$ cat src/hdl/tgr_pkg.sv
// ----------------------------------------------------------------------------
// tgr_pkg: shared types and constants of the tick-to-grid resampler
// Word layouts, result kinds, register indexes and datapath command codes.
// ----------------------------------------------------------------------------
`timescale 1ns / 1ps

package tgr_pkg;

    localparam int DAY_W       = 16;
    localparam int SEC_W       = 17;
    localparam int SLOT_W      = 18;
    localparam int OUT_PRICE_W = 48;
    localparam int KIND_W      = 2;
    localparam int PRICE_W     = 48;
    localparam int CFG_IDX_W   = 2;
    localparam int MUL_STEPS   = SLOT_W;

    // register reset values
    localparam logic [SEC_W-1:0] INTERVAL_RST = 17'd300;
    localparam logic [SEC_W-1:0] OPEN_RST     = 17'd34200;
    localparam logic [SEC_W-1:0] CLOSE_RST    = 17'd57600;

    // register indexes
    localparam logic [CFG_IDX_W-1:0] CFG_INTERVAL = 2'd0;
    localparam logic [CFG_IDX_W-1:0] CFG_OPEN     = 2'd1;
    localparam logic [CFG_IDX_W-1:0] CFG_CLOSE    = 2'd2;

    // result kinds
    localparam logic [KIND_W-1:0] KIND_EXACT = 2'd0;
    localparam logic [KIND_W-1:0] KIND_MIX   = 2'd1;
    localparam logic [KIND_W-1:0] KIND_CARRY = 2'd2;
    localparam logic [KIND_W-1:0] KIND_RUN   = 2'd3;

    // datapath commands
    localparam int CMD_W = 4;
    localparam logic [CMD_W-1:0] CMD_NONE      = 4'd0;
    localparam logic [CMD_W-1:0] CMD_CAPTURE   = 4'd1;
    localparam logic [CMD_W-1:0] CMD_NEWDAY    = 4'd2;
    localparam logic [CMD_W-1:0] CMD_EXACT     = 4'd3;
    localparam logic [CMD_W-1:0] CMD_KEEP      = 4'd4;
    localparam logic [CMD_W-1:0] CMD_CARRY     = 4'd5;
    localparam logic [CMD_W-1:0] CMD_RUN_DIV   = 4'd6;
    localparam logic [CMD_W-1:0] CMD_RUN       = 4'd7;
    localparam logic [CMD_W-1:0] CMD_MIX_START = 4'd8;
    localparam logic [CMD_W-1:0] CMD_MIX_DIV   = 4'd9;
    localparam logic [CMD_W-1:0] CMD_MIX_OUT   = 4'd10;
    localparam logic [CMD_W-1:0] CMD_MIX_ZERO  = 4'd11;

    typedef struct packed {
        logic [DAY_W-1:0]   day_number;
        logic [SEC_W-1:0]   tick_seconds;
        logic [OUT_PRICE_W-1:0] tick_price;
    } t_in_word;

    typedef struct packed {
        logic [DAY_W-1:0]       slot_day;
        logic [SEC_W-1:0]       slot_seconds;
        logic [OUT_PRICE_W-1:0] slot_price;
        logic [KIND_W-1:0]      result_kind;
        logic [SEC_W-1:0]       na_count;
        logic                   last_of_run;
    } t_out_word;

    typedef struct packed {
        logic [CMD_W-1:0] op;
        logic             run_last;
    } t_dp_cmd;

    typedef struct packed {
        logic new_day;
        logic in_window;
        logic on_slot;
        logic below_slot;
        logic after_last;
        logic after_close;
        logic day_done;
        logic slot_ok;
        logic at_open;
        logic s_zero;
        logic mul_busy;
        logic div_busy;
        logic out_free;
    } t_dp_stat;

endpackage

$ cat src/hdl/tgr_div.sv
// ----------------------------------------------------------------------------
// tgr_div: iterative restoring divider
// One quotient bit per cycle.
// ----------------------------------------------------------------------------
`timescale 1ns / 1ps

module tgr_div #(
    parameter int NUM_W = 67,
    parameter int DEN_W = 18
) (
    input  logic             i_clk,
    input  logic             i_rst_n,
    input  logic             i_start,
    input  logic [NUM_W-1:0] i_num,
    input  logic [DEN_W-1:0] i_den,
    output logic             o_busy,
    output logic [NUM_W-1:0] o_quo,
    output logic [DEN_W-1:0] o_rem
);
    localparam int CNT_W = $clog2(NUM_W + 1);

    logic [NUM_W-1:0] r_quo;
    logic [DEN_W-1:0] r_rem, r_den;
    logic [CNT_W-1:0] r_cnt;
    logic [DEN_W:0]   rem_sh;
    logic             fits;

    // trial subtract of the shifted remainder
    assign rem_sh = {r_rem, r_quo[NUM_W-1]};
    assign fits   = rem_sh >= {1'b0, r_den};

    always_ff @(posedge i_clk) begin
        if (!i_rst_n) begin
            r_cnt <= '0;
        end else if (i_start) begin
            r_cnt <= CNT_W'(NUM_W);
        end else if (r_cnt != '0) begin
            r_cnt <= r_cnt - 1'b1;
        end
    end

    always_ff @(posedge i_clk) begin
        if (i_start) begin
            r_quo <= i_num;
            r_rem <= '0;
            r_den <= i_den;
        end else if (r_cnt != '0) begin
            r_quo <= {r_quo[NUM_W-2:0], fits};
            r_rem <= fits ? DEN_W'(rem_sh - {1'b0, r_den}) : rem_sh[DEN_W-1:0];
        end
    end

    assign o_busy = r_cnt != '0;
    assign o_quo  = r_quo;
    assign o_rem  = r_rem;

endmodule

$ cat src/hdl/tgr_dp.sv
// ----------------------------------------------------------------------------
// tgr_dp: resampler datapath
// Session state, registers, serial multiplier, shared divider, output word.
// ----------------------------------------------------------------------------
`timescale 1ns / 1ps

module tgr_dp #(
    parameter int PRICE_WIDTH = tgr_pkg::PRICE_W
) (
    input  logic                            i_clk,
    input  logic                            i_rst_n,
    input  tgr_pkg::t_in_word               i_in_data,
    input  logic                            i_cfg_valid,
    input  logic [tgr_pkg::CFG_IDX_W-1:0]   i_cfg_index,
    input  logic [tgr_pkg::SEC_W-1:0]       i_cfg_data,
    output logic                            o_cfg_ready,
    input  logic                            i_out_ready,
    output logic                            o_out_valid,
    output tgr_pkg::t_out_word              o_out_data,
    input  tgr_pkg::t_dp_cmd                i_cmd,
    output tgr_pkg::t_dp_stat               o_stat
);
    import tgr_pkg::*;

    localparam int ACC_W = PRICE_WIDTH + SLOT_W;
    localparam int NUM_W = PRICE_WIDTH + SLOT_W + 1;
    localparam int MC_W  = $clog2(MUL_STEPS + 1);

    // configuration
    logic [SEC_W-1:0] r_interval, r_open, r_close;
    // session state
    logic [DAY_W-1:0]       r_cur_day;
    logic                   r_seen, r_done;
    logic [SLOT_W-1:0]      r_next;
    logic [SEC_W-1:0]       r_last_t;
    logic [PRICE_WIDTH-1:0] r_last_p;
    // captured word
    logic [DAY_W-1:0]       r_day;
    logic [SEC_W-1:0]       r_t;
    logic [PRICE_WIDTH-1:0] r_p;
    // multiplier
    logic [SLOT_W-1:0]      r_ma, r_mb;
    logic [ACC_W-1:0]       r_acc_a, r_acc_b;
    logic [MC_W-1:0]        r_mcnt;
    logic                   r_a_neg, r_neg;
    // output
    logic                   r_out_valid;
    t_out_word              r_out;

    logic [SEC_W-1:0]       iv_eff;
    logic [SLOT_W-1:0]      t_ext, close_ext, next_iv, a_mag, b_mag, s_mag, run_num;
    logic                   a_neg, s_neg, out_free, cmp_gt;
    logic [NUM_W-1:0]       mix_num, div_num, quo;
    logic [SLOT_W-1:0]      div_den, rem;
    logic                   div_start, div_busy, mix_neg;
    logic [PRICE_WIDTH-1:0] mix_price;
    logic [SLOT_W:0]        run_next;
    logic [SLOT_W-1:0]      cnt_p1;
    logic [SEC_W-1:0]       run_cnt;

    assign iv_eff    = (r_interval == '0) ? SEC_W'(1) : r_interval;
    assign t_ext     = {1'b0, r_t};
    assign close_ext = {1'b0, r_close};
    assign next_iv   = r_next + {1'b0, iv_eff};

    // slot and tick distances
    assign a_neg = r_next < {1'b0, r_last_t};
    assign a_mag = a_neg ? ({1'b0, r_last_t} - r_next) : (r_next - {1'b0, r_last_t});
    assign b_mag = t_ext - r_next;
    assign s_neg = r_t < r_last_t;
    assign s_mag = s_neg ? {1'b0, r_last_t - r_t} : {1'b0, r_t - r_last_t};

    // numerator of the mix from the two products
    assign cmp_gt = r_acc_a > r_acc_b;
    always_comb begin
        if (!r_a_neg) begin
            mix_num = {1'b0, r_acc_a} + {1'b0, r_acc_b};
            mix_neg = 1'b0;
        end else if (cmp_gt) begin
            mix_num = {1'b0, r_acc_a - r_acc_b};
            mix_neg = 1'b1;
        end else begin
            mix_num = {1'b0, r_acc_b - r_acc_a};
            mix_neg = 1'b0;
        end
    end

    assign run_num   = close_ext - r_next;
    assign div_start = (i_cmd.op == CMD_RUN_DIV) || (i_cmd.op == CMD_MIX_DIV);
    assign div_num   = (i_cmd.op == CMD_MIX_DIV) ? mix_num : NUM_W'(run_num);
    assign div_den   = (i_cmd.op == CMD_MIX_DIV) ? s_mag : {1'b0, iv_eff};

    tgr_div #(
        .NUM_W (NUM_W),
        .DEN_W (SLOT_W)
    ) u_div (
        .i_clk   (i_clk),
        .i_rst_n (i_rst_n),
        .i_start (div_start),
        .i_num   (div_num),
        .i_den   (div_den),
        .o_busy  (div_busy),
        .o_quo   (quo),
        .o_rem   (rem)
    );

    // saturate the mix quotient to the price range
    always_comb begin
        if (quo == '0 || r_neg) begin
            mix_price = '0;
        end else if (quo[NUM_W-1:PRICE_WIDTH] != '0) begin
            mix_price = '1;
        end else begin
            mix_price = quo[PRICE_WIDTH-1:0];
        end
    end

    // run count and the slot after the run
    assign cnt_p1   = quo[SLOT_W-1:0] + 1'b1;
    assign run_cnt  = cnt_p1[SEC_W] ? '1 : cnt_p1[SEC_W-1:0];
    assign run_next = {1'b0, close_ext} - {1'b0, rem} + {2'b0, iv_eff};

    assign out_free = !r_out_valid || i_out_ready;

    // configuration registers
    always_ff @(posedge i_clk) begin
        if (!i_rst_n) begin
            r_interval <= INTERVAL_RST;
            r_open     <= OPEN_RST;
            r_close    <= CLOSE_RST;
        end else if (i_cfg_valid) begin
            case (i_cfg_index)
                CFG_INTERVAL: r_interval <= i_cfg_data;
                CFG_OPEN:     r_open     <= i_cfg_data;
                CFG_CLOSE:    r_close    <= i_cfg_data;
                default:      ;
            endcase
        end
    end

    // session state
    always_ff @(posedge i_clk) begin
        if (!i_rst_n) begin
            r_cur_day <= '0;
            r_seen    <= 1'b0;
            r_done    <= 1'b1;
            r_next    <= '0;
            r_last_t  <= '0;
            r_last_p  <= '0;
        end else begin
            case (i_cmd.op)
                CMD_NEWDAY: begin
                    r_cur_day <= r_day;
                    r_seen    <= 1'b1;
                    if (r_t >= r_open) begin
                        r_next   <= {1'b0, r_open} + {1'b0, iv_eff};
                        r_last_t <= r_t;
                        r_last_p <= r_p;
                        r_done   <= 1'b0;
                    end else begin
                        r_next <= {1'b0, r_open};
                    end
                end
                CMD_EXACT, CMD_MIX_OUT, CMD_MIX_ZERO: begin
                    r_next   <= next_iv;
                    r_last_t <= r_t;
                    r_last_p <= r_p;
                end
                CMD_KEEP: begin
                    r_last_t <= r_t;
                    r_last_p <= r_p;
                end
                CMD_CARRY: r_next <= next_iv;
                CMD_RUN: begin
                    r_done <= 1'b1;
                    if (r_next <= close_ext) begin
                        r_next <= run_next[SLOT_W-1:0];
                    end
                end
                default: ;
            endcase
        end
    end

    // captured word
    always_ff @(posedge i_clk) begin
        if (i_cmd.op == CMD_CAPTURE) begin
            r_day <= i_in_data.day_number;
            r_t   <= i_in_data.tick_seconds;
            r_p   <= PRICE_WIDTH'(i_in_data.tick_price);
        end
    end

    // serial multiplier, MSB first, both products at once
    always_ff @(posedge i_clk) begin
        if (!i_rst_n) begin
            r_mcnt <= '0;
        end else if (i_cmd.op == CMD_MIX_START) begin
            r_mcnt <= MC_W'(MUL_STEPS);
        end else if (r_mcnt != '0) begin
            r_mcnt <= r_mcnt - 1'b1;
        end
    end

    always_ff @(posedge i_clk) begin
        if (i_cmd.op == CMD_MIX_START) begin
            r_ma    <= a_mag;
            r_mb    <= b_mag;
            r_a_neg <= a_neg;
            r_acc_a <= '0;
            r_acc_b <= '0;
        end else if (r_mcnt != '0) begin
            r_ma    <= {r_ma[SLOT_W-2:0], 1'b0};
            r_mb    <= {r_mb[SLOT_W-2:0], 1'b0};
            r_acc_a <= {r_acc_a[ACC_W-2:0], 1'b0}
                       + (r_ma[SLOT_W-1] ? ACC_W'(r_last_p) : '0);
            r_acc_b <= {r_acc_b[ACC_W-2:0], 1'b0}
                       + (r_mb[SLOT_W-1] ? ACC_W'(r_p) : '0);
        end
        if (i_cmd.op == CMD_MIX_DIV) begin
            r_neg <= mix_neg ^ s_neg;
        end
    end

    // output word register
    always_ff @(posedge i_clk) begin
        if (!i_rst_n) begin
            r_out_valid <= 1'b0;
        end else if ((i_cmd.op == CMD_NEWDAY && r_t >= r_open)
                     || i_cmd.op == CMD_EXACT || i_cmd.op == CMD_CARRY
                     || i_cmd.op == CMD_RUN || i_cmd.op == CMD_MIX_OUT
                     || i_cmd.op == CMD_MIX_ZERO) begin
            r_out_valid <= 1'b1;
        end else if (i_out_ready) begin
            r_out_valid <= 1'b0;
        end
    end

    always_ff @(posedge i_clk) begin
        case (i_cmd.op)
            CMD_NEWDAY: begin
                r_out.slot_day     <= r_day;
                r_out.slot_seconds <= r_open;
                r_out.slot_price   <= OUT_PRICE_W'(r_p);
                r_out.result_kind  <= KIND_EXACT;
                r_out.na_count     <= '0;
                r_out.last_of_run  <= 1'b1;
            end
            CMD_EXACT: begin
                r_out.slot_day     <= r_cur_day;
                r_out.slot_seconds <= r_t;
                r_out.slot_price   <= OUT_PRICE_W'(r_p);
                r_out.result_kind  <= KIND_EXACT;
                r_out.na_count     <= '0;
                r_out.last_of_run  <= 1'b1;
            end
            CMD_CARRY: begin
                r_out.slot_day     <= r_cur_day;
                r_out.slot_seconds <= r_next[SEC_W-1:0];
                r_out.slot_price   <= OUT_PRICE_W'(r_last_p);
                r_out.result_kind  <= KIND_CARRY;
                r_out.na_count     <= '0;
                r_out.last_of_run  <= 1'b0;
            end
            CMD_RUN: begin
                r_out.slot_day     <= r_cur_day;
                r_out.slot_price   <= '0;
                r_out.result_kind  <= KIND_RUN;
                r_out.last_of_run  <= i_cmd.run_last;
                if (r_next <= close_ext) begin
                    r_out.slot_seconds <= r_next[SEC_W-1:0];
                    r_out.na_count     <= run_cnt;
                end else begin
                    r_out.slot_seconds <= '0;
                    r_out.na_count     <= '0;
                end
            end
            CMD_MIX_OUT, CMD_MIX_ZERO: begin
                r_out.slot_day     <= r_cur_day;
                r_out.slot_seconds <= r_next[SEC_W-1:0];
                r_out.slot_price   <= (i_cmd.op == CMD_MIX_OUT) ?
                                      OUT_PRICE_W'(mix_price) : OUT_PRICE_W'(r_last_p);
                r_out.result_kind  <= KIND_MIX;
                r_out.na_count     <= '0;
                r_out.last_of_run  <= 1'b1;
            end
            default: ;
        endcase
    end

    // status to the controller
    assign o_stat.new_day     = !r_seen || (r_day != r_cur_day);
    assign o_stat.in_window   = (r_t <= r_close) && (r_t > r_open);
    assign o_stat.on_slot     = t_ext == r_next;
    assign o_stat.below_slot  = t_ext < r_next;
    assign o_stat.after_last  = r_t > r_last_t;
    assign o_stat.after_close = r_t > r_close;
    assign o_stat.day_done    = r_done;
    assign o_stat.slot_ok     = r_next <= close_ext;
    assign o_stat.at_open     = r_t >= r_open;
    assign o_stat.s_zero      = r_t == r_last_t;
    assign o_stat.mul_busy    = r_mcnt != '0;
    assign o_stat.div_busy    = div_busy;
    assign o_stat.out_free    = out_free;

    assign o_cfg_ready = 1'b1;
    assign o_out_valid = r_out_valid;
    assign o_out_data  = r_out;

endmodule

$ cat src/hdl/tgr_ctrl.sv
// ----------------------------------------------------------------------------
// tgr_ctrl: resampler controller
// Classifies each word and sequences the datapath through its results.
// ----------------------------------------------------------------------------
`timescale 1ns / 1ps

module tgr_ctrl (
    input  logic              i_clk,
    input  logic              i_rst_n,
    input  logic              i_in_valid,
    output logic              o_in_ready,
    input  tgr_pkg::t_dp_stat i_stat,
    output tgr_pkg::t_dp_cmd  o_cmd
);
    import tgr_pkg::*;

    localparam logic [3:0] S_IDLE    = 4'd0;
    localparam logic [3:0] S_DECIDE  = 4'd1;
    localparam logic [3:0] S_CARRY   = 4'd2;
    localparam logic [3:0] S_RUNCHK  = 4'd3;
    localparam logic [3:0] S_RUNDIV  = 4'd4;
    localparam logic [3:0] S_RUN     = 4'd5;
    localparam logic [3:0] S_NEWDAY  = 4'd6;
    localparam logic [3:0] S_EXACT   = 4'd7;
    localparam logic [3:0] S_MIXZ    = 4'd8;
    localparam logic [3:0] S_MUL     = 4'd9;
    localparam logic [3:0] S_MIXDIV  = 4'd10;
    localparam logic [3:0] S_MIXOUT  = 4'd11;

    logic [3:0] r_state, n_state;
    logic       r_newday, n_newday;

    always_ff @(posedge i_clk) begin
        if (!i_rst_n) begin
            r_state  <= S_IDLE;
            r_newday <= 1'b0;
        end else begin
            r_state  <= n_state;
            r_newday <= n_newday;
        end
    end

    // next state and command
    always_comb begin
        n_state      = r_state;
        n_newday     = r_newday;
        o_cmd.op     = CMD_NONE;
        o_cmd.run_last = !(r_newday && i_stat.at_open);
        o_in_ready   = 1'b0;
        case (r_state)
            S_IDLE: begin
                o_in_ready = 1'b1;
                if (i_in_valid) begin
                    o_cmd.op = CMD_CAPTURE;
                    n_state  = S_DECIDE;
                end
            end
            S_DECIDE: begin
                if (i_stat.new_day) begin
                    n_newday = 1'b1;
                    n_state  = i_stat.day_done ? S_NEWDAY : S_CARRY;
                end else if (i_stat.in_window) begin
                    if (i_stat.on_slot) begin
                        n_state = S_EXACT;
                    end else if (i_stat.below_slot) begin
                        if (i_stat.after_last) begin
                            o_cmd.op = CMD_KEEP;
                        end
                        n_state = S_IDLE;
                    end else if (i_stat.s_zero) begin
                        n_state = S_MIXZ;
                    end else begin
                        o_cmd.op = CMD_MIX_START;
                        n_state  = S_MUL;
                    end
                end else if (i_stat.after_close && !i_stat.day_done) begin
                    n_newday = 1'b0;
                    n_state  = S_CARRY;
                end else begin
                    n_state = S_IDLE;
                end
            end
            S_CARRY: begin
                if (!i_stat.slot_ok) begin
                    n_state = S_RUNCHK;
                end else if (i_stat.out_free) begin
                    o_cmd.op = CMD_CARRY;
                    n_state  = S_RUNCHK;
                end
            end
            S_RUNCHK: begin
                if (i_stat.slot_ok) begin
                    o_cmd.op = CMD_RUN_DIV;
                    n_state  = S_RUNDIV;
                end else begin
                    n_state = S_RUN;
                end
            end
            S_RUNDIV: begin
                if (!i_stat.div_busy) begin
                    n_state = S_RUN;
                end
            end
            S_RUN: begin
                if (i_stat.out_free) begin
                    o_cmd.op = CMD_RUN;
                    n_state  = r_newday ? S_NEWDAY : S_IDLE;
                end
            end
            S_NEWDAY: begin
                if (i_stat.out_free) begin
                    o_cmd.op = CMD_NEWDAY;
                    n_state  = S_IDLE;
                end
            end
            S_EXACT: begin
                if (i_stat.out_free) begin
                    o_cmd.op = CMD_EXACT;
                    n_state  = S_IDLE;
                end
            end
            S_MIXZ: begin
                if (i_stat.out_free) begin
                    o_cmd.op = CMD_MIX_ZERO;
                    n_state  = S_IDLE;
                end
            end
            S_MUL: begin
                if (!i_stat.mul_busy) begin
                    o_cmd.op = CMD_MIX_DIV;
                    n_state  = S_MIXDIV;
                end
            end
            S_MIXDIV: begin
                if (!i_stat.div_busy) begin
                    n_state = S_MIXOUT;
                end
            end
            S_MIXOUT: begin
                if (i_stat.out_free) begin
                    o_cmd.op = CMD_MIX_OUT;
                    n_state  = S_IDLE;
                end
            end
            default: n_state = S_IDLE;
        endcase
    end

endmodule

$ cat src/hdl/tick_to_grid_resampler.sv
// ----------------------------------------------------------------------------
// tick_to_grid_resampler: price ticks to a regular intraday time grid
// Emits exact, weighted-mix, carried and not-available-run results per tick.
// ----------------------------------------------------------------------------
//  channel | direction | handshake                  | word
//  in      | input     | i_in_valid / o_in_ready    | t_in_word
//  out     | output    | o_out_valid / i_out_ready  | t_out_word
//  cfg     | input     | i_cfg_valid / o_cfg_ready  | index + 17-bit data
//
//  One word at a time. A weighted mix runs 18 serial multiply steps and
//  then PRICE_WIDTH + 19 divider steps; a day close adds a slot-count
//  division. Reset is synchronous; there is no clearing pass. A stalled
//  output holds the controller at its next result; cfg is always ready.
// ----------------------------------------------------------------------------
`timescale 1ns / 1ps

module tick_to_grid_resampler #(
    parameter int PRICE_WIDTH = tgr_pkg::PRICE_W
) (
    input  logic                          i_clk,
    input  logic                          i_rst_n,
    input  logic                          i_in_valid,
    output logic                          o_in_ready,
    input  tgr_pkg::t_in_word             i_in_data,
    output logic                          o_out_valid,
    input  logic                          i_out_ready,
    output tgr_pkg::t_out_word            o_out_data,
    input  logic                          i_cfg_valid,
    output logic                          o_cfg_ready,
    input  logic [tgr_pkg::CFG_IDX_W-1:0] i_cfg_index,
    input  logic [tgr_pkg::SEC_W-1:0]     i_cfg_data
);
    import tgr_pkg::*;

    t_dp_cmd  cmd;
    t_dp_stat stat;

    tgr_ctrl u_ctrl (
        .i_clk      (i_clk),
        .i_rst_n    (i_rst_n),
        .i_in_valid (i_in_valid),
        .o_in_ready (o_in_ready),
        .i_stat     (stat),
        .o_cmd      (cmd)
    );

    tgr_dp #(
        .PRICE_WIDTH (PRICE_WIDTH)
    ) u_dp (
        .i_clk       (i_clk),
        .i_rst_n     (i_rst_n),
        .i_in_data   (i_in_data),
        .i_cfg_valid (i_cfg_valid),
        .i_cfg_index (i_cfg_index),
        .i_cfg_data  (i_cfg_data),
        .o_cfg_ready (o_cfg_ready),
        .i_out_ready (i_out_ready),
        .o_out_valid (o_out_valid),
        .o_out_data  (o_out_data),
        .i_cmd       (cmd),
        .o_stat      (stat)
    );

endmodule

$ cat config.mk
export PLATFORM = sky130hd
export DESIGN_NAME = tick_to_grid_resampler
export DESIGN_NICKNAME = d
export VERILOG_FILES = /design/src/hdl/tgr_pkg.sv /design/src/hdl/tgr_div.sv /design/src/hdl/tgr_dp.sv /design/src/hdl/tgr_ctrl.sv /design/src/hdl/tick_to_grid_resampler.sv
export SDC_FILE = /design/constraint.sdc
export NUM_CORES = 2
export LEC_CHECK = 0
export ABC_AREA = 1
export BUFFER_PORTS_ARGS = -buffer_cell sky130_fd_sc_hd__buf_2
export CAP_MARGIN = 20
export CELL_PAD_IN_SITES_DETAIL_PLACEMENT = 2
export CELL_PAD_IN_SITES_GLOBAL_PLACEMENT = 2
export CORE_AREA = 3 3 441 443
export DETAILED_ROUTE_END_ITERATION = 12
export DIE_AREA = 0 0 444 446
export GPL_TIMING_DRIVEN = 0
export PLACE_DENSITY = 0.75
export SLEW_MARGIN = 20
export SYNTH_ARGS = -nofsm -noshare
export SYNTH_HDL_FRONTEND = slang
export SYNTH_SLANG_ARGS = --single-unit
$ cat constraint.sdc
create_clock -name i_clk -period 6.7 [get_ports i_clk]
set_input_delay 0.67 -clock i_clk [delete_from_list [all_inputs] [get_ports i_clk]]
set_output_delay 0.67 -clock i_clk [all_outputs]
set_load 0.02 [all_outputs]
Word-level counts from Yosys, hierarchy flattened
Cells that the tools add are included.
{"block": "classes", "muxes": 79, "n_bitwise": 2, "n_lt_le_gt_ge": 11, "reduce_logical": 46, "addsub": 19, "n_eq_ne": 37}
{"operator": "$pmux W101 S5", "count": 1}
{"operator": "$mux W48", "count": 6}
{"operator": "$mux W67", "count": 4}
{"operator": "$mux W18", "count": 8}
{"operator": "$add A66 B66 Y66", "count": 2}
{"operator": "$sub A66 B66 Y66", "count": 2}
{"operator": "$mux W17", "count": 7}
{"operator": "$pmux W48 S2", "count": 1}
{"operator": "$mux W4", "count": 21}
{"operator": "$sub A17 B18 Y18", "count": 4}
{"operator": "$add A66 B66 Y67", "count": 1}
{"operator": "$logic_not A67 Y1", "count": 1}
{"operator": "$gt A66 B66 Y1", "count": 1}
{"operator": "$mux W66", "count": 1}
{"operator": "$pmux W18 S3", "count": 1}
{"operator": "$gt A17 B17 Y1", "count": 3}
{"operator": "$pmux W4 S10", "count": 1}
{"operator": "$add A18 B17 Y18", "count": 2}
{"operator": "$pmux W4 S9", "count": 1}
{"operator": "$pmux W17 S2", "count": 1}
{"operator": "$sub A17 B17 Y17", "count": 2}
{"operator": "$eq A4 B3 Y1 const B", "count": 8}
{"operator": "$eq A4 B4 Y1 const B", "count": 8}
{"operator": "$ge A19 B18 Y1", "count": 1}
{"operator": "other kinds (46)", "count": 106}
{"block": "word_totals", "elab_cells": 229, "output_inout_bits": 104, "input_bits": 105, "ff_bits": 625}

Logic depth before layout (Yosys ltp)
{"block": "logic_depth", "depth_word": 15, "ltp_mapped": 25, "depth_no_buf": 23}

Modules after synthesis
A second synthesis with hierarchy kept.
{"block": "hier_totals", "cells_unflattened": 10245, "hier_area_um2": 63449.6}
{"mod": "tgr_dp", "area_per_inst_um2": 57032.2, "n_inst": 1, "cells_each": 9437, "seq_area_each_um2": 12411.9}
{"mod": "tgr_div", "area_per_inst_um2": 5729.2, "n_inst": 1, "cells_each": 690, "seq_area_each_um2": 3052.9}
{"mod": "tgr_ctrl", "area_per_inst_um2": 688.2, "n_inst": 1, "cells_each": 118, "seq_area_each_um2": 100.1}

Least setup slack after synthesis
No wires, ideal clock.
{"block": "synth_path", "kind": "input -> register", "startpoint": "input port i_in_valid", "endpoint": "register u_dp.r_day[0] (enable)", "path_buffers": 0, "setup_slack_ps": -123, "arrival_time_ps": 6203, "required_ps": 6080, "setup_time_ps": 620, "cell_stages": 2, "path_cell_list": "inv_1 -> nor3_1"}
{"block": "synth_via", "elab_chain_cells": 3}
{"item": "start: declaration", "line": "tick_to_grid_resampler.sv:22", "rtl": "input logic i_in_valid,"}
{"item": "$mux W1", "line": "tgr_ctrl.sv:53", "rtl": "if (i_in_valid) begin"}
{"item": "$pmux W4 S10", "line": "tgr_ctrl.sv:50", "rtl": "case (r_state)"}
{"item": "$eq A4 B1 Y1", "line": "tgr_dp.sv:187", "rtl": "if (i_cmd.op == CMD_CAPTURE) begin"}
{"item": "end signal: assignment", "line": "tgr_dp.sv:188", "rtl": "r_day <= i_in_data.day_number;"}
{"item": "end: declaration", "line": "tgr_dp.sv:38", "rtl": "logic [DAY_W-1:0] r_day;"}
No other way between the ends.
A chain may end at the register's enable or synchronous reset.

Final worst setup path
{"block": "layout_path", "startpoint": "register u_dp.r_next[14]", "endpoint": "register u_dp.r_ma[9] (enable)"}
{"block": "layout_via", "elab_chain_cells": 8, "elab_cells_between_ends": 12, "cone_classes": "order compare: 2; eq/ne: 2; mux: 7; reduce/logical: 1"}
{"item": "start: declaration", "line": "tgr_dp.sv:34", "rtl": "logic [SLOT_W-1:0] r_next;"}
{"item": "start signal: assignment", "line": "tgr_dp.sv:156", "rtl": "r_next <= {1'b0, r_open} + {1'b0, iv_eff};"}
{"item": "start signal: assignment", "line": "tgr_dp.sv:161", "rtl": "r_next <= {1'b0, r_open};"}
{"item": "start signal: assignment", "line": "tgr_dp.sv:165", "rtl": "r_next <= next_iv;"}
{"item": "$lt A17 B18 Y1", "line": "tgr_dp.sv:295", "rtl": "assign o_stat.below_slot = t_ext < r_next;"}
{"item": "$mux W4", "line": "tgr_ctrl.sv:65", "rtl": "end else if (i_stat.below_slot) begin"}
{"item": "$mux W4", "line": "tgr_ctrl.sv:63", "rtl": "if (i_stat.on_slot) begin"}
{"item": "$mux W4", "line": "tgr_ctrl.sv:62", "rtl": "end else if (i_stat.in_window) begin"}
{"item": "$mux W4", "line": "tgr_ctrl.sv:59", "rtl": "if (i_stat.new_day) begin"}
{"item": "$pmux W4 S10 (*)", "line": "tgr_ctrl.sv:50"}
{"item": "$eq A4 B4 Y1 (*)", "line": "tgr_dp.sv:206", "rtl": "if (i_cmd.op == CMD_MIX_START) begin"}
{"item": "$reduce_bool A2 Y1 (no source line) (*)"}
{"item": "end signal: assignment", "line": "tgr_dp.sv:207", "rtl": "r_ma <= a_mag;"}
{"item": "end signal: assignment", "line": "tgr_dp.sv:213", "rtl": "r_ma <= {r_ma[SLOT_W-2:0], 1'b0};"}
{"item": "end: declaration", "line": "tgr_dp.sv:42", "rtl": "logic [SLOT_W-1:0] r_ma, r_mb;"}
Every way passes the cells marked *; elsewhere a longest branch is shown, timed or not.

==> results.yml <==
sta:
  finalHoldViolCount: 0
  drv_slew: 0
  tns_ns: 0
  skew_ns: 0.0704
  fmax_mhz: 187
  period_minus_slack_ns: 5.35
  period_share: 0.798
  setup_viol: 0
  rsz0062_at_grt: "false"
  setup_ws_ns: 1.35
  slew_headroom: 0.115
  worstMarginPinSlew_ns: 1.32
clock_tree:
  htreeDepth: 3
  post_cts_buffers: 0
  cts_resized: 0
  cts_buffer_depth: 3
  postCtsHoldBufs: 0
  cts-root-buf: "clkbuf_16"
  cts_sinks: 624
  clk_latency_ns: 0.75
  cts_made_buffers: 82
  clk_pin_slew_ns: 0.06
  cts_tree: "built"
synthesis:
  postSynthCellCount: 9591
  yosysTopAreaCell: "nand2_1"
  synthTopCellsByCount: "2,474 x nand2_1, 1,489 x inv_1, 1,013 x nor2_1, 814 x a21oi_1, 709 x o21ai_0"
  synth.most_common_cell: "nand2_1"
  yosys-top-cells-area: "nand2_1 15%, edfxtp_1 15%, dfxtp_1 10%, ha_1 10%, inv_1 9.2%"
  yosysSeqAreaShare: 0.254
  yosys_warnings: 0
  yosysTopAreaCellShare: 0.152
  synth_ff_type: "dfxtp_1"
  synth_edf_count: 304
  syn_avg_cell_area_um2: 6.37
  synth_area_mm2: 0.0611
  syn_nets: 10227
  async_flop_share: 0
  synth_seq_cells: 624
  synth_cell_types: 66
drt:
  routed_via_density: 5.56
  drcViolationCount: 0
  drt_iter0_markers: 4715
  vias: 69492
  wire_per_inst_um: 30.6
  wirelength_um: 383000
  dr.pass1.iters: 6
  ant_nets: 0
global_routing:
  antenna_found_initial: 28
  grt_pass1_wl_um: 533000
  grt_max_degree: 54
  grt.overflow.total: 0
  grt_pass1_vias: 73663
  gr-usage-all-layers: 0.375
final_layout:
  drive_above_1_share: 0.0645
  final_nets: 10531
  multi_input_area_mm2: 0.0383
  syn2layout_area_growth_pct: 11.9
  stdcell_count: 12488
  final_util: 0.359
  regArea_mm2: 0.0155
  n_fill_cell: 23626
floorplan:
  rows: 160
  ios: 209
  core_area_mm2: 0.190
  dieArea_mm2: 0.198
  start_util: 0.321
  fp.dieH_um: 446
  die_w_um: 444
placement:
  place_congestion: 1.05
  dp_worst_setup_slack_ns: 1.42
  dp_hpwl_um: 329000
  placed_cells: 12322
  portBuffers: 206
setup_path:
  worstSetupStartpointType: "flip-flop"
  criticalPathCategory: "reg -> reg"
  cp.required_ns: 7.15
  rrSetupSlack_ns: 1.35
  cp_max_fo: 29
  end_kind: "flip-flop"
  crit_arrival_ns: 5.79
  rr_worst_depth: 13
run_status:
  status: "complete, no violations"
run:
  maxCapViolCount: 0
min_path:
  hold_path_depth: 1
  hold_path_class: "in -> reg"
## worst paths after layout
| check | start | end |
|---|---|---|
| worst min-delay path | i_in_data[5] | u_dp.r_p[5]$_DFFE_PN_ |
| worst max register to register | u_dp.r_next[14]$_SDFFE_PN0P_ | u_dp.r_ma[9]$_DFFE_PP_ |
| worst min register to register | u_dp.r_mcnt[0]$_SDFFE_PP0P_ | u_dp.r_mcnt[0]$_SDFFE_PP0P_ |
| worst max-delay path | u_dp.r_next[14]$_SDFFE_PN0P_ | u_dp.r_ma[9]$_DFFE_PP_ |
## logic make-up after synthesis
kind of cell,Yosys count,share of synthesized area
XOR/XNOR,284,0.0407
AND/OR/NAND/NOR,4295,0.289
multiplexers,6,0.00100
other,1,0.0000614
buffers and inverters,1846,0.119
flip-flops,624,0.254
adder cells (fa/ha/maj),531,0.113
AO/OA/AOI/OAI,2004,0.182
## state kept, by name, summed over array words and instances, names as in the netlist, 48 cells and up
name              flops
u_dp.o_out_data     101
u_dp.r_p             48
u_dp.u_div.o_quo     67
u_dp.r_acc_a         66
u_dp.r_last_p        48
u_dp.r_acc_b         66
## worst max-delay path, cell delays in order, from the launching register on
cell,delay (ns)
dfxtp_1,0.78
inv_1,0.46
ha_1,0.51
nand2_1,0.13
nor2_1,0.17
nand2_1,0.14
o311ai_2,0.54
nand2_1,0.17
nor3_2,0.22
nand3_2,0.58
buf_6,0.42
buf_2,0.30
nand2_2,0.28
buf_12,0.24
## layer usage
metal,share of wire,track usage,wire (µm)
met2,0.47,0.640,180000
met4,0.088,0.280,33800
met3,0.044,0.0505,16900
met1,0.40,0.428,152000
met5,0.00024,0,91
## area by class of cell
| type | count | share of cell area |
|---|---|---|
| Multi-Input combinational cell | 7121 | 0.560 |
| Sequential cell | 624 | 0.227 |
| Inverter | 1532 | 0.0842 |
| Tap cell | 2511 | 0.0460 |
| Clock buffer | 106 | 0.0330 |
| Buffer | 314 | 0.0227 |
| Timing Repair Buffer | 220 | 0.0186 |
| Clock inverter | 45 | 0.00749 |
| Antenna cell | 15 | 0.000549 |
## metrics by stage
| step | hold WS [ns] | cell area (µm²) |
|---|---|---|
| 2_1_floorplan | 0.440 | 61100 |
| 3_3_place_gp | 0.451 | 65200 |
| 3_5_place_dp | 0.467 | 65500 |
| 4_1_cts | 0.0492 | 68300 |
| 5_1_grt | 0.0703 | 68300 |
| 6_report | 0.0903 | 68300 |
## cells in the final DEF (no fill, tap or decap), types with 52 or more instances in the layout
cell       synthesis  layout
nor3_1            78      77
o211ai_1          59      59
a21oi_1          814     814
xor2_1           236     236
clkbuf_1         160     166
inv_1           1489    1488
nand4_1          141     141
a31oi_1           80      80
edfxtp_1         304     304
o21bai_1          73      73
dfxtp_1          320     320
a21o_1            61      61
nand2_1         2474    2473
ha_1             500     500
nor2_1          1013    1012
o21ai_1           51      52
clkbuf_16          0      84
o21ai_0          709     708
nand3_1          437     437
buf_2             83     290
Power is left out: the tool's default activity adds up to more than one toggle a clock period on the data nets, which glitch-free logic cannot reach.
